===== src/hdl/cnea_pkg.sv =====
// shared types and constants for the complex normal-equation accumulator
// no dependencies; imported by every module of the block
package cnea_pkg;

  // defaults for the top-level parameters
  localparam int COEFFS_DEF      = 16;
  localparam int ACC_BITS_DEF    = 48;
  localparam int SAMPLE_BITS_DEF = 16;

  // fixed field and port widths
  localparam int OUT_BITS    = 48;
  localparam int IN_DATA_W   = 40;
  localparam int IN_USER_W   = 4;
  localparam int OUT_DATA_W  = 96;
  localparam int OUT_USER_W  = 1;
  localparam int SAMPLE_WIDE = 40;

  // item kinds
  localparam logic [1:0] KIND_ELEM  = 2'd0;
  localparam logic [1:0] KIND_RHS   = 2'd1;
  localparam logic [1:0] KIND_CLEAR = 2'd2;
  localparam logic [1:0] KIND_READ  = 2'd3;

  // read targets
  localparam logic [1:0] TGT_GRAM   = 2'd0;
  localparam logic [1:0] TGT_VEC    = 2'd1;
  localparam logic [1:0] TGT_ENERGY = 2'd2;

  typedef enum logic [1:0] {
    ST_CLR,
    ST_IDLE,
    ST_MAC,
    ST_RD
  } state_t;

  // strobes from the sequencer to the datapath
  typedef struct packed {
    logic row_we;
    logic row_wzero;
    logic row_re;
    logic prod_en;
    logic prod_first;
    logic sum_en;
    logic gram_re;
    logic wb_en;
    logic gram_clr;
    logic sat_clr;
    logic out_load;
    logic out_zero;
    logic out_conj;
  } ctrl_t;

endpackage


===== src/hdl/cnea_row_mem.sv =====
// row buffer memory and the complex product stage
// depends on cnea_pkg
module cnea_row_mem import cnea_pkg::*; #(
  parameter int COEFFS      = COEFFS_DEF,
  parameter int SAMPLE_BITS = SAMPLE_BITS_DEF,
  localparam int N          = COEFFS + 1,
  localparam int IW         = $clog2(N),
  localparam int PW         = 2 * SAMPLE_BITS
) (
  input  logic                          clk,
  input  ctrl_t                         ctrl,
  input  logic [IW-1:0]                 waddr,
  input  logic [IW-1:0]                 raddr,
  input  logic signed [SAMPLE_BITS-1:0] in_re,
  input  logic signed [SAMPLE_BITS-1:0] in_im,
  output logic signed [PW-1:0]          p_rr,
  output logic signed [PW-1:0]          p_ii,
  output logic signed [PW-1:0]          p_ri,
  output logic signed [PW-1:0]          p_ir
);

  logic [PW-1:0]                 mem [N];
  logic [PW-1:0]                 rdata;
  logic [PW-1:0]                 wdata;
  logic signed [SAMPLE_BITS-1:0] ai_re, ai_im;
  logic signed [SAMPLE_BITS-1:0] x_re, x_im, y_re, y_im;

  // element write, rhs write, or zeroing
  assign wdata = ctrl.row_wzero ? '0 : {in_im, in_re};

  // row memory, read-first
  always_ff @(posedge clk) begin
    if (ctrl.row_we) mem[waddr] <= wdata;
    if (ctrl.row_re) rdata <= mem[raddr];
  end

  // a_i is the first element read in each triangle row
  always_comb begin
    y_re = rdata[SAMPLE_BITS-1:0];
    y_im = rdata[PW-1:SAMPLE_BITS];
    x_re = ctrl.prod_first ? y_re : ai_re;
    x_im = ctrl.prod_first ? y_im : ai_im;
  end

  // four partial products of conj(a_i) * a_j
  always_ff @(posedge clk) begin
    if (ctrl.prod_en) begin
      if (ctrl.prod_first) begin
        ai_re <= y_re;
        ai_im <= y_im;
      end
      p_rr <= x_re * y_re;
      p_ii <= x_im * y_im;
      p_ri <= x_re * y_im;
      p_ir <= x_im * y_re;
    end
  end

endmodule


===== config.mk =====
export PLATFORM = sky130hd
export DESIGN_NAME = cnea_row_mem
export DESIGN_NICKNAME = d
export VERILOG_FILES = /design/src/hdl/cnea_pkg.sv /design/src/hdl/cnea_row_mem.sv
export SDC_FILE = /design/constraint.sdc
export NUM_CORES = 2
export LEC_CHECK = 0
export BUFFER_PORTS_ARGS = -buffer_cell sky130_fd_sc_hd__clkbuf_2
export CORE_ASPECT_RATIO = 1.25
export CORE_MARGIN = 2
export CORE_UTILIZATION = 44
export DETAILED_ROUTE_END_ITERATION = 16
export HOLD_SLACK_MARGIN = 0.1
export PLACE_DENSITY = 0.58
export SLEW_MARGIN = 10
export SYNTH_ARGS = -nofsm -noshare
export SYNTH_HDL_FRONTEND = slang
export SYNTH_SLANG_ARGS = --single-unit

===== constraint.sdc =====
create_clock -name clk -period 6.6 [get_ports clk]
set_input_delay 0 -clock clk [delete_from_list [all_inputs] [get_ports clk]]
set_output_delay 0 -clock clk [all_outputs]
set_load 0.1 [all_outputs]

==> flow_metrics.env <==
export IMPL_ff_latch_area_um2=22100
export IMPL_track_usage=0.221
export IMPL_drive_gt1_frac=0.153
export IMPL_cts_max_path_buffers=3
export IMPL_core_area_um2=150000
export IMPL_fill_cells=13360
export IMPL_cts_tree="yes"
export IMPL_routed_via_density=5.16
export IMPL_synth_area_leaders="edfxtp_1 (33%), fa_1 (32%), inv_1 (6.6%)"
export IMPL_multi_input_area_um2=39500
export IMPL_syn_to_final_growth_pct=13.1
export IMPL_initial_core_util=0.443
export IMPL_dr_pass1_iters=8
export IMPL_synth_largest_area_cell="edfxtp_1"
export IMPL_antenna_found_initial=5
export IMPL_worstSetupEndpointType="register"
export IMPL_min_period_over_period=0.978
export IMPL_cp_data_required_time_ns=7.08
export IMPL_slowest_delay_ns=0.61
export IMPL_drcViolationCount=0
export IMPL_die_area_um2=154000
export IMPL_grt_pass1_vias=44951
export IMPL_cts_sinks=736
export IMPL_synthesis_nets=6909
export IMPL_io_pins=184
export IMPL_hold_ws_ns=0.152
export IMPL_synth_seq_cells=736
export IMPL_final_cell_mix="inv_1 (1175), fa_1 (1042), edfxtp_1 (736), nand2_1 (502), and2_1 (485)"
export IMPL_max_freq_mhz=155
export IMPL_cts_max_level=3
export IMPL_hold_path_class="in -> reg"
export IMPL_grt_overflow_total=0
export IMPL_setup_violations=0
export IMPL_hold_viol=0
export IMPL_period_needed_ns=6.45
export IMPL_crit_buf_inv=9
export IMPL_io_buffers=175
export IMPL_wl_per_cell_um=20.8
export IMPL_critPathMaxFanout=22
export IMPL_startpoint_type="input pin"
export IMPL_path_clk_slew_ns=0.06
export IMPL_fin_skew_ns=0.0380
export IMPL_hpwl_um=118000
export IMPL_arrival_ns=6.93
export IMPL_yosysTopAreaCellShare=0.332
export IMPL_cts_buffers=79
export IMPL_slew_violations=0
export IMPL_slew_headroom=0.211
export IMPL_status="completed"
export IMPL_gp_congestion=0.876
export IMPL_grt_setup_unrepaired="true"
export IMPL_crit_family="adder cells"
export IMPL_cap_violations=0
export IMPL_cp_common_cell="fa_1"
export IMPL_layout_commonest_cell="inv_1"
export IMPL_ys_async_sr_fraction=0
export IMPL_grt_pass1_wl_um=260000
export IMPL_antenna_left=0
export IMPL_slowest_stage="dlygate4sd3_1"
export IMPL_drt_iter0_drc=2569
export IMPL_rows=159
export IMPL_yosysWarningCount=0
export IMPL_synth_area_um2=66600
export IMPL_avgSynthCellArea_um2=12.2
export IMPL_die_y_um=439
export IMPL_vias=40940
export IMPL_synth_main_ff_cell="edfxtp_1"
export IMPL_final_nets=7283
export IMPL_clock_latency_ns=0.70
export IMPL_wl_um=165000
export IMPL_synthCells=5477
export IMPL_worst_pin_slew_ns=1.18
export IMPL_synth_edf_count=736
export IMPL_critPathKind="in -> reg"
export IMPL_clock_tree_root_cell="clkbuf_16"
export IMPL_synth_cell_type_count=72
export IMPL_die_w_um=352
export IMPL_grt_max_degree=117
export IMPL_yosysSeqAreaShare=0.332
## stage by stage
step                      utilization  cells  worst slack, ns  TNS [ns]  area (um^2)
after floorplan                     -   5477           0.0305         0        66600
after global placement          0.478   7724          0.00969         0        71900
after detailed placement        0.478   7724          -0.0692    -0.300        71900
after CTS                       0.499   7913           0.0254         0        74900
after global routing            0.501   7928          -0.0519    -0.127        75300
final                           0.501   7929            0.146         0        75300
## synthesized netlist by cell type (33+ instances only)
cell type,instances
inv_1,1176
a21o_1,38
o21ai_0,70
edfxtp_1,736
fa_1,1048
ha_1,328
mux4_2,160
mux2_2,58
nor2_1,106
xnor2_1,108
a21oi_1,85
clkbuf_1,228
nor2b_1,42
nand2_1,502
xor2_1,33
and2_1,485
## tightest hold or removal path: cells and delay by family
kind     cells  cell delay (ns)
buf+inv      2             0.40
mux          1             0.31
## kinds of logic after synthesis
| logic type | share of synthesized area |
|---|---|
| simple gates | 0.0934 |
| fa+ha+maj | 0.377 |
| buf+inv | 0.0809 |
| mux | 0.0650 |
| flops | 0.332 |
| xor+xnor | 0.0185 |
| compound gates | 0.0335 |
## final timing paths
| check | start | endpoint | slack (ns) | cells after the start |
|---|---|---|---|---|
| worst max-delay path | ctrl[8] | p_ri[20] | 0.15 | 26 |
| worst min-delay path | raddr[4] | rdata[1] | 0.15 | 3 |
| worst max register to register | ai_re[4] | p_ri[20] | 0.16 | 22 |
| worst min register to register | mem[16][1] | rdata[1] | 0.55 | 1 |
## routing by layer
layer / part of all wire / GRT usage / up-vias
met3: 0.052 / 0.0289 / 307
met5: 0.00025 / 0 / -
met2: 0.53 / 0.398 / 1020
met4: 0.040 / 0.0826 / 6
li1: - / - / 18076
met1: 0.38 / 0.270 / 21531
## repair_timing
action,CTS,global route
hold buffers,44,0
pin swaps,0,13
endpoints found under the hold margin,674,0
resized for setup,3,66
setup endpoints to repair,6,39
buffers inserted,0,13
cloned,0,1
## state kept, by name, summed over array words and instances (netlist names)
register	cells
p_ii	32
ai_im	16
p_rr	32
p_ir	32
p_ri	32
ai_re	16
rdata	32
mem	544
## layout make-up
class | instances | share of cell area
repair buffers | 540 | 0.0556
clock buffers | 101 | 0.0279
clock inverters | 44 | 0.00641
well taps | 2012 | 0.0334
flip-flops and latches | 736 | 0.294
diodes | 2 | 0.0000665
inverters | 1178 | 0.0587
multi-input cells | 3316 | 0.524
Power is left out: the tool's default activity adds up to more than one toggle a clock period on the data nets, which glitch-free logic cannot reach.
