$ cat src/hdl/cnea_pkg.sv
// shared types and constants for the complex normal-equation accumulator
// no dependencies; imported by every module of the block
package cnea_pkg;

  // defaults for the top-level parameters
  localparam int COEFFS_DEF      = 16;
  localparam int ACC_BITS_DEF    = 48;
  localparam int SAMPLE_BITS_DEF = 16;

  // fixed field and port widths
  localparam int OUT_BITS    = 48;
  localparam int IN_DATA_W   = 40;
  localparam int IN_USER_W   = 4;
  localparam int OUT_DATA_W  = 96;
  localparam int OUT_USER_W  = 1;
  localparam int SAMPLE_WIDE = 40;

  // item kinds
  localparam logic [1:0] KIND_ELEM  = 2'd0;
  localparam logic [1:0] KIND_RHS   = 2'd1;
  localparam logic [1:0] KIND_CLEAR = 2'd2;
  localparam logic [1:0] KIND_READ  = 2'd3;

  // read targets
  localparam logic [1:0] TGT_GRAM   = 2'd0;
  localparam logic [1:0] TGT_VEC    = 2'd1;
  localparam logic [1:0] TGT_ENERGY = 2'd2;

  typedef enum logic [1:0] {
    ST_CLR,
    ST_IDLE,
    ST_MAC,
    ST_RD
  } state_t;

  // strobes from the sequencer to the datapath
  typedef struct packed {
    logic row_we;
    logic row_wzero;
    logic row_re;
    logic prod_en;
    logic prod_first;
    logic sum_en;
    logic gram_re;
    logic wb_en;
    logic gram_clr;
    logic sat_clr;
    logic out_load;
    logic out_zero;
    logic out_conj;
  } ctrl_t;

endpackage

$ cat src/hdl/cnea_ctrl.sv
// sequencer: clearing pass, triangle sweep counters, read address decode
// depends on cnea_pkg
module cnea_ctrl import cnea_pkg::*; #(
  parameter int COEFFS = COEFFS_DEF,
  localparam int N     = COEFFS + 1,
  localparam int TRI   = (N * (N + 1)) / 2,
  localparam int IW    = $clog2(N),
  localparam int KW    = $clog2(TRI)
) (
  input  logic          clk,
  input  logic          rst,
  input  logic          in_fire,
  input  logic [1:0]    kind,
  input  logic [3:0]    col_index,
  input  logic [3:0]    row_index,
  input  logic [1:0]    read_target,
  input  logic          out_free,
  output logic          ready,
  output ctrl_t         ctrl,
  output logic [IW-1:0] row_waddr,
  output logic [IW-1:0] row_raddr,
  output logic [KW-1:0] gram_raddr,
  output logic [KW-1:0] gram_waddr
);

  state_t        state, state_next;
  logic [IW-1:0] i_idx, j_idx;
  logic [KW-1:0] k_idx;
  logic          issuing;
  logic          v1, v2, v3, f1;
  logic [KW-1:0] k1, k2, k3;
  logic          rd_zero, rd_conj;
  logic [6:0]    row_w, col_w, tri_a, tri_b;
  logic          rd_ok, rd_cj;
  logic [KW-1:0] rd_addr;

  // packed upper-triangle index, row-major
  function automatic logic [KW-1:0] tri_index(input logic [6:0] a, input logic [6:0] b);
    logic [13:0] aw, t;
    aw = 14'(a);
    t  = aw * 14'(N) - ((aw * (aw - 14'd1)) >> 1) + 14'(b) - aw;
    return KW'(t);
  endfunction

  // read address decode; the vector and energy live in the extra column
  always_comb begin
    row_w = 7'(row_index);
    col_w = 7'(col_index);
    rd_ok = 1'b0;
    rd_cj = 1'b0;
    tri_a = 7'(N - 1);
    tri_b = 7'(N - 1);
    case (read_target)
      TGT_GRAM: begin
        rd_ok = (row_w < 7'(COEFFS)) && (col_w < 7'(COEFFS));
        if (row_w > col_w) begin
          rd_cj = 1'b1;
          tri_a = col_w;
          tri_b = row_w;
        end else begin
          tri_a = row_w;
          tri_b = col_w;
        end
      end
      TGT_VEC: begin
        rd_ok = row_w < 7'(COEFFS);
        tri_a = row_w;
      end
      TGT_ENERGY: rd_ok = 1'b1;
      default: rd_ok = 1'b0;
    endcase
    rd_addr = tri_index(tri_a, tri_b);
  end

  // next state
  always_comb begin
    state_next = state;
    case (state)
      ST_CLR: begin
        if (k_idx == KW'(TRI - 1)) state_next = ST_IDLE;
      end
      ST_IDLE: begin
        if (in_fire) begin
          case (kind)
            KIND_RHS:   state_next = ST_MAC;
            KIND_CLEAR: state_next = ST_CLR;
            KIND_READ:  state_next = ST_RD;
            default:    state_next = ST_IDLE;
          endcase
        end
      end
      ST_MAC: begin
        if (!issuing && !v1 && !v2 && !v3) state_next = ST_IDLE;
      end
      ST_RD: begin
        if (out_free) state_next = ST_IDLE;
      end
      default: state_next = ST_IDLE;
    endcase
  end

  // outputs
  always_comb begin
    ctrl            = '0;
    ready           = (state == ST_IDLE);
    row_waddr       = j_idx;
    row_raddr       = j_idx;
    gram_raddr      = k2;
    gram_waddr      = k3;
    ctrl.prod_en    = v1;
    ctrl.prod_first = f1;
    ctrl.sum_en     = v2;
    ctrl.gram_re    = v2;
    ctrl.wb_en      = v3;
    case (state)
      ST_CLR: begin
        ctrl.gram_clr  = 1'b1;
        gram_waddr     = k_idx;
        row_waddr      = IW'(k_idx);
        ctrl.row_we    = k_idx < KW'(N);
        ctrl.row_wzero = 1'b1;
      end
      ST_IDLE: begin
        if (in_fire) begin
          case (kind)
            KIND_ELEM: begin
              ctrl.row_we = col_w < 7'(COEFFS);
              row_waddr   = IW'(col_index);
            end
            KIND_RHS: begin
              ctrl.row_we = 1'b1;
              row_waddr   = IW'(N - 1);
            end
            KIND_CLEAR: ctrl.sat_clr = 1'b1;
            KIND_READ: begin
              ctrl.gram_re = 1'b1;
              gram_raddr   = rd_addr;
            end
            default: ctrl.sat_clr = 1'b0;
          endcase
        end
      end
      ST_MAC: begin
        // element i is last read at (i,i), so it is zeroed as it is read
        if (issuing) begin
          ctrl.row_re = 1'b1;
          if (i_idx == j_idx) begin
            ctrl.row_we    = 1'b1;
            ctrl.row_wzero = 1'b1;
          end
        end
      end
      ST_RD: begin
        ctrl.out_load = out_free;
        ctrl.out_zero = rd_zero;
        ctrl.out_conj = rd_conj;
      end
      default: ctrl.out_load = 1'b0;
    endcase
  end

  // state, sweep counters and pipeline valids
  always_ff @(posedge clk) begin
    if (rst) begin
      state   <= ST_CLR;
      k_idx   <= '0;
      i_idx   <= '0;
      j_idx   <= '0;
      issuing <= 1'b0;
      v1      <= 1'b0;
      v2      <= 1'b0;
      v3      <= 1'b0;
    end else begin
      state <= state_next;
      v1    <= (state == ST_MAC) && issuing;
      v2    <= v1;
      v3    <= v2;
      case (state)
        ST_CLR: k_idx <= k_idx + 1'b1;
        ST_IDLE: begin
          if (in_fire && kind == KIND_RHS) begin
            i_idx   <= '0;
            j_idx   <= '0;
            k_idx   <= '0;
            issuing <= 1'b1;
          end else if (in_fire && kind == KIND_CLEAR) begin
            k_idx <= '0;
          end
        end
        ST_MAC: begin
          if (issuing) begin
            k_idx <= k_idx + 1'b1;
            if (j_idx == IW'(N - 1)) begin
              if (i_idx == IW'(N - 1)) issuing <= 1'b0;
              i_idx <= i_idx + 1'b1;
              j_idx <= i_idx + 1'b1;
            end else begin
              j_idx <= j_idx + 1'b1;
            end
          end
        end
        default: k_idx <= k_idx;
      endcase
    end
  end

  // entry addresses follow the valids down the pipeline
  always_ff @(posedge clk) begin
    f1 <= (i_idx == j_idx);
    k1 <= k_idx;
    k2 <= k1;
    k3 <= k2;
    if (state == ST_IDLE && in_fire && kind == KIND_READ) begin
      rd_zero <= !rd_ok;
      rd_conj <= rd_cj;
    end
  end

endmodule

$ cat config.mk
export PLATFORM = sky130hd
export DESIGN_NAME = cnea_ctrl
export DESIGN_NICKNAME = d
export VERILOG_FILES = /design/src/hdl/cnea_pkg.sv /design/src/hdl/cnea_ctrl.sv
export SDC_FILE = /design/constraint.sdc
export NUM_CORES = 1
export LEC_CHECK = 0
export BUFFER_PORTS_ARGS = -buffer_cell sky130_fd_sc_hd__buf_2
export CAP_MARGIN = 20
export CORE_MARGIN = 3
export CORE_UTILIZATION = 59
export CTS_CLUSTER_DIAMETER = 80
export DETAILED_ROUTE_END_ITERATION = 10
export GPL_ROUTABILITY_DRIVEN = 0
export PLACE_DENSITY = 0.81
export SLEW_MARGIN = 10
export SYNTH_ARGS = -nofsm -noshare
export SYNTH_HDL_FRONTEND = slang
export SYNTH_SLANG_ARGS = --single-unit
$ cat constraint.sdc
create_clock -name clk -period 15.1 [get_ports clk]
set_input_delay 2.265 -clock clk [delete_from_list [all_inputs] [get_ports clk]]
set_output_delay 2.265 -clock clk [all_outputs]
set_load 0.1 [all_outputs]
==> flow_summary.ini, run 1 <==
[run_status]
status = finished, final reports clean

[floorplan]
start_util_pct = 61.2
fp.dieW_um = 90.2
dieHeight_um = 90.2
die_area_um2 = 8140
coreArea_um2 = 6830
placementRows = 30
ios = 56

[route]
dr.first_iter.drc_count = 188
viasPerCell = 5.45
first_pass_iters = 4
vias = 3333
ant_nets = 0
wl_per_cell_um = 14.9
wl_um = 9110
drc = 0

[sta]
period_needed_ns = 13.02
maxSlewViolCount = 0
finalSetupViolations = 0
skew_ns = 0.0118
tightest_slew_ns = 0.664
rsz0062_at_grt = false
finalCritPeriodShare_pct = 86.2
finalSetupTns_ns = 0
hold_viol = 0
max_freq_ghz = 0.0768
relSlewSlack_pct = 55.7

[clock_network]
cts_tree = yes
cts_resized = 0
cts_sinks = 51
htree_num_levels = 2
cts-hold-fix-buffers = 0
cts_setup_buffers = 0
clkTransAtPathRegs_ns = 0.10
clk_path_buf_depth = 2
cts-buffers-inserted = 5
cts_root_buf = clkbuf_8
clk_latency_ns = 0.31

[critical_path]
crit_slowest_cell = fa_1
worst_path_largest_cell_delay_ns = 0.55
startpoint_type = input port
cp.arrival_ns = 10.76
path_delay_family = adder cells
cpMostUsedCell = fa_1
rr_endpoint = i_idx[1]
crit_cells = 33
reg2reg_slack_ns = 12.78
path_buf_inv = 9
reg2regPathDepth = 8
crit_type = input port to output port
reg2reg_from = state[1]
worstPathRequired_ns = 12.84
crit_path_end_kind = output port
worstPathMaxFanout = 10

[finish]
design_area_um2 = 4580
nets = 611
nFillCells = 593
areaGrowthSynthToFinish_pct = 9.45
diodes = 0
ff_latch_area_um2 = 1040
layout_commonest_cell = inv_1
final_cell_mix = 70 x inv_1, 59 x ha_1, 55 x buf_2
layout-drive-gt1-share_pct = 15.7
fin_util_pct = 67.0
multi_input_area_um2 = 2780

[placement]
io_buffer_count = 55
placed_area_um2 = 4480
place_hpwl_um = 7220

[logic_synthesis]
syn-num-nets = 569
netlist_instances = 472
yosysWarnings = 0
ys_seq_area_share_pct = 24.9
avgSynthCellArea_um2 = 8.86
synthArstFlopShare_pct = 0
netlist_area_um2 = 4180
yosys.cell_types.count = 52
synth_edf_count = 2
ys.flop_type = dfxtp_1
ys_seq_elements = 51

[global_route]
overflow = 0
grt_start_max_net_pins = 20
met1_usage_pct = 29.7
grt_pass1_wl_um = 15500
grt_pass1_vias = 3320
met3_usage_pct = 4.02
grt_usage_pct = 23.0
grt_busiest_layer = met2
grt_util_met2_pct = 40.2
antenna_found_initial = 0

[run]
drv_cap = 0

[min_path]
worstHoldPathType = flop to flop
hold_end = k2[2]
hold_start = k1[2]
hold_depth = 0

[pwr]
leakagePower_nw = 2.31
power_density_nw_per_um2 = 136
worst_ir_drop_vdd_v = 0.0000802
logic make-up (layout without fill, tap and decap cells):
logic type / Yosys count / in the layout / synth area share, %
buffers and inverters: 90 / 133 / 8.58
xor gates and xnor gates: 31 / 31 / 6.49
muxes: 16 / 16 / 4.16
DFF: 51 / 51 / 24.9
adders and majority gates: 81 / 81 / 28.2
other: 1 / 1 / 0.0896
and+or+nand+nor: 123 / 123 / 14.5
AOI/OAI and AO/OA: 79 / 79 / 13.1
worst reg2reg max path: stages, from the launching register on:
cell and delay, ns:
dfxtp_1 0.37, inv_1 0.10, ha_1 0.53, a21boi_0 0.37, nor2_1 0.09, o21ai_0 0.25
nor2_1 0.21, a22oi_1 0.23, nor2_1 0.05
through the flow:
stage	hold WS [ns]	worst slack [ns]	instances	power [mW]
floorplan	0.310	1.16	472	0.468
global placement	0.310	2.29	603	0.530
detailed placement	0.313	2.11	603	0.540
CTS	0.336	2.05	611	0.629
global route	0.344	1.55	611	0.682
finish	0.333	2.08	611	0.624
worst max-delay path by stage:
stage                            start       endpoint  slack (ns)
final                     col_index[1]  gram_raddr[7]        2.08
after detailed placement  col_index[1]  gram_raddr[7]        2.11
after global placement    col_index[1]  gram_raddr[7]        2.29
after global routing      col_index[1]  gram_raddr[7]        1.55
after CTS                 col_index[1]  gram_raddr[7]        2.05
after floorplan           col_index[1]  gram_raddr[7]        1.16
synthesized netlist by cell type (all sizes together) (2+ instances only):
cell	number	share of area (%)
a211oi	4	0.72
a21boi	2	0.36
a21o	6	1.1
a21oi	16	2.0
a222oi	4	0.96
a22oi	5	0.90
a31oi	2	0.30
and2	7	1.0
and3	6	0.90
buf	7	1.1
clkbuf	13	1.2
dfxtp	49	23
edfxtp	2	1.4
fa	22	11
ha	59	18
inv	70	6.3
mux2	11	3.0
mux2i	5	1.2
nand2	28	2.5
nand2b	5	0.75
nand3	15	1.8
nor2	33	3.0
nor2b	7	1.2
nor3	9	1.1
nor4	3	0.45
o211ai	2	0.36
o21a	5	0.90
o21ai	23	2.8
o31ai	2	0.36
o41ai	3	0.81
or2	2	0.36
or3	3	0.45
xnor2	14	2.9
xor2	17	3.6
routing by layer:
| metal | vias to the layer above | wire (um) |
|---|---|---|
| met4 | 0 | 136 |
| met3 | 13 | 398 |
| met1 | 1574 | 4030 |
| met2 | 88 | 4550 |
| met5 | - | 0 |
| li1 | 1658 | - |
where the power goes:
group / total [mW] / leakage [nW] / switching, mW / internal (mW)
clock network: 0.0826 / 0.0463 / 0.0486 / 0.0341
registers: 0.148 / 0.415 / 0.00522 / 0.143
logic: 0.394 / 1.85 / 0.247 / 0.147
state kept, by name, summed over array words and instances (netlist names):
| signal | flops |
|---|---|
| k1 | 8 |
| k2 | 8 |
| k3 | 8 |
| k_idx | 8 |
| i_idx | 5 |
| row_raddr | 5 |
| state | 2 |
| f1 | 1 |
| issuing | 1 |
| rd_conj | 1 |
| rd_zero | 1 |
| v1 | 1 |
| v2 | 1 |
| v3 | 1 |
area by class of cell:
type | instances | share of cell area, %
timing repair buffer | 55 | 6.01
sequential | 51 | 22.7
clock inverter | 3 | 0.601
inverter | 70 | 5.74
clock buffer | 5 | 1.50
tap | 96 | 2.62
multi-input combinational | 331 | 60.8
No activity file was read; power rests on OpenSTA's default activity.
==> run 2, diff against run 1 <==
- CELL_PAD_IN_SITES_DETAIL_PLACEMENT: not set -> 1
- CELL_PAD_IN_SITES_GLOBAL_PLACEMENT: not set -> 1
- CORE_UTILIZATION: 59 -> 45
- PLACE_DENSITY: 0.81 -> not set
- PLACE_DENSITY_LB_ADDON: not set -> 0.1
==> run 2 against run 1 <==
Compared with the run above: global-route usage fell by 1.4 points; first-iteration DRC count fell by 43%; register-to-register slack got worse by 0.14 ns; die area rose by 29%; via count rose by 1.8%; utilization fell by 15 points; clock skew fell by 0.0053 ns; power rose by 5.7%; sequential share of layout area fell by 0.25 points.
==> flow_summary.ini, run 2 (synthesized netlist as in run 1, its figures left out) <==
[route]
vias = 3393
first_pass_iters = 4
viasPerCell = 5.45
drc = 0
dr.first_iter.drc_count = 108
wl_per_cell_um = 16.9
ant_nets = 0
wl_um = 10500

[clock_network]
cts_root_buf = clkbuf_8
clk_path_buf_depth = 2
clkTransAtPathRegs_ns = 0.09
cts_tree = yes
cts_sinks = 51
clk_latency_ns = 0.30
cts_resized = 0
cts_setup_buffers = 0
cts-buffers-inserted = 5
htree_num_levels = 2
cts-hold-fix-buffers = 0

[critical_path]
cpMostUsedCell = fa_1
reg2reg_slack_ns = 12.64
crit_type = input port to output port
startpoint_type = input port
worstPathMaxFanout = 10
path_delay_family = adder cells
worst_path_largest_cell_delay_ns = 0.55
path_buf_inv = 9
crit_path_end_kind = output port
crit_slowest_cell = fa_1
cp.arrival_ns = 10.80
worstPathRequired_ns = 12.84

[finish]
fin_util_pct = 52.1
nets = 611
fin_cells = 623
multi_input_area_um2 = 2780
diodes = 0
areaGrowthSynthToFinish_pct = 10.7
layout_commonest_cell = inv_1
layout-drive-gt1-share_pct = 15.5
nFillCells = 1079
final_cell_mix = 70 x inv_1, 59 x ha_1, 55 x buf_2
ff_latch_area_um2 = 1040

[pwr]
leakagePower_nw = 2.33
swShare_pct = 45.6
power_density_nw_per_um2 = 143
worst_ir_drop_vdd_v = 0.0000778
total_power_mw = 0.660
intPower_mw = 0.359
seq_power_share_pct = 22.5
clock_power_share_pct = 16.7
p_sw_mw = 0.301
power_frac_comb_pct = 60.8

[sta]
tightest_slew_ns = 0.744
worst_slack_ns = 2.04
relSlewSlack_pct = 50.4
hold_viol = 0
finalCritPeriodShare_pct = 86.5
period_needed_ns = 13.06
rsz0062_at_grt = false
max_freq_ghz = 0.0766
finalSetupTns_ns = 0
skew_ns = 0.00649
finalSetupViolations = 0
maxSlewViolCount = 0

[global_route]
met1_usage_pct = 27.3
overflow = 0
grt_start_max_net_pins = 20
grt_busiest_layer = met2
grt_util_met2_pct = 38.3
antenna_found_initial = 0
grt_usage_pct = 21.5
met3_usage_pct = 3.07
grt_pass1_vias = 3610
grt_pass1_wl_um = 17700

[run_status]
status = finished, final reports clean

[floorplan]
die_area_um2 = 10500
placementRows = 34
start_util_pct = 47.1
ios = 56
fp.dieW_um = 102
dieHeight_um = 102
coreArea_um2 = 8890

[min_path]
worstHoldPathType = flop to flop

[placement]
io_buffer_count = 55
dp_cells = 615
place_hpwl_um = 8690
pre_cts_ws_ns = 2.06

[run]
drv_cap = 0
-- run 2: path summary, 6_finish.rpt --
path           startpoint            end  cells after the start
max          col_index[1]  gram_raddr[7]                     33
min                 k1[4]          k2[4]                      0
max reg2reg      state[1]       i_idx[1]                      8
min reg2reg         k1[4]          k2[4]                      0
-- run 2: metrics by stage --
step | instance area (um2) | hold slack [ns]
floorplan | 4180 | 0.310
global placement | 4500 | 0.309
detailed placement | 4500 | 0.313
CTS | 4630 | 0.336
global route | 4630 | 0.341
finish | 4630 | 0.332
-- run 2: power by group through the flow --
stage               Sequential [mW]  Clock [mW]  Combinational, mW
finish                        0.148       0.110              0.401
global route                  0.149       0.120              0.455
CTS                           0.148       0.114              0.409
detailed placement            0.151           0              0.404
global placement              0.151           0              0.390
floorplan                     0.149           0              0.319
-- run 2: per-layer routing --
layer	part of all wire (%)	wire, um
met1	45	4770
met2	51	5350
met3	2.9	308
met4	0.97	102
met5	0	0
-- run 2: area by class of cell --
type	count	area share, %
Multi-Input combinational cell	331	60.1
Sequential cell	51	22.5
Timing Repair Buffer	55	5.94
Inverter	70	5.67
Tap cell	108	2.92
Clock buffer	6	1.57
Clock inverter	2	1.30
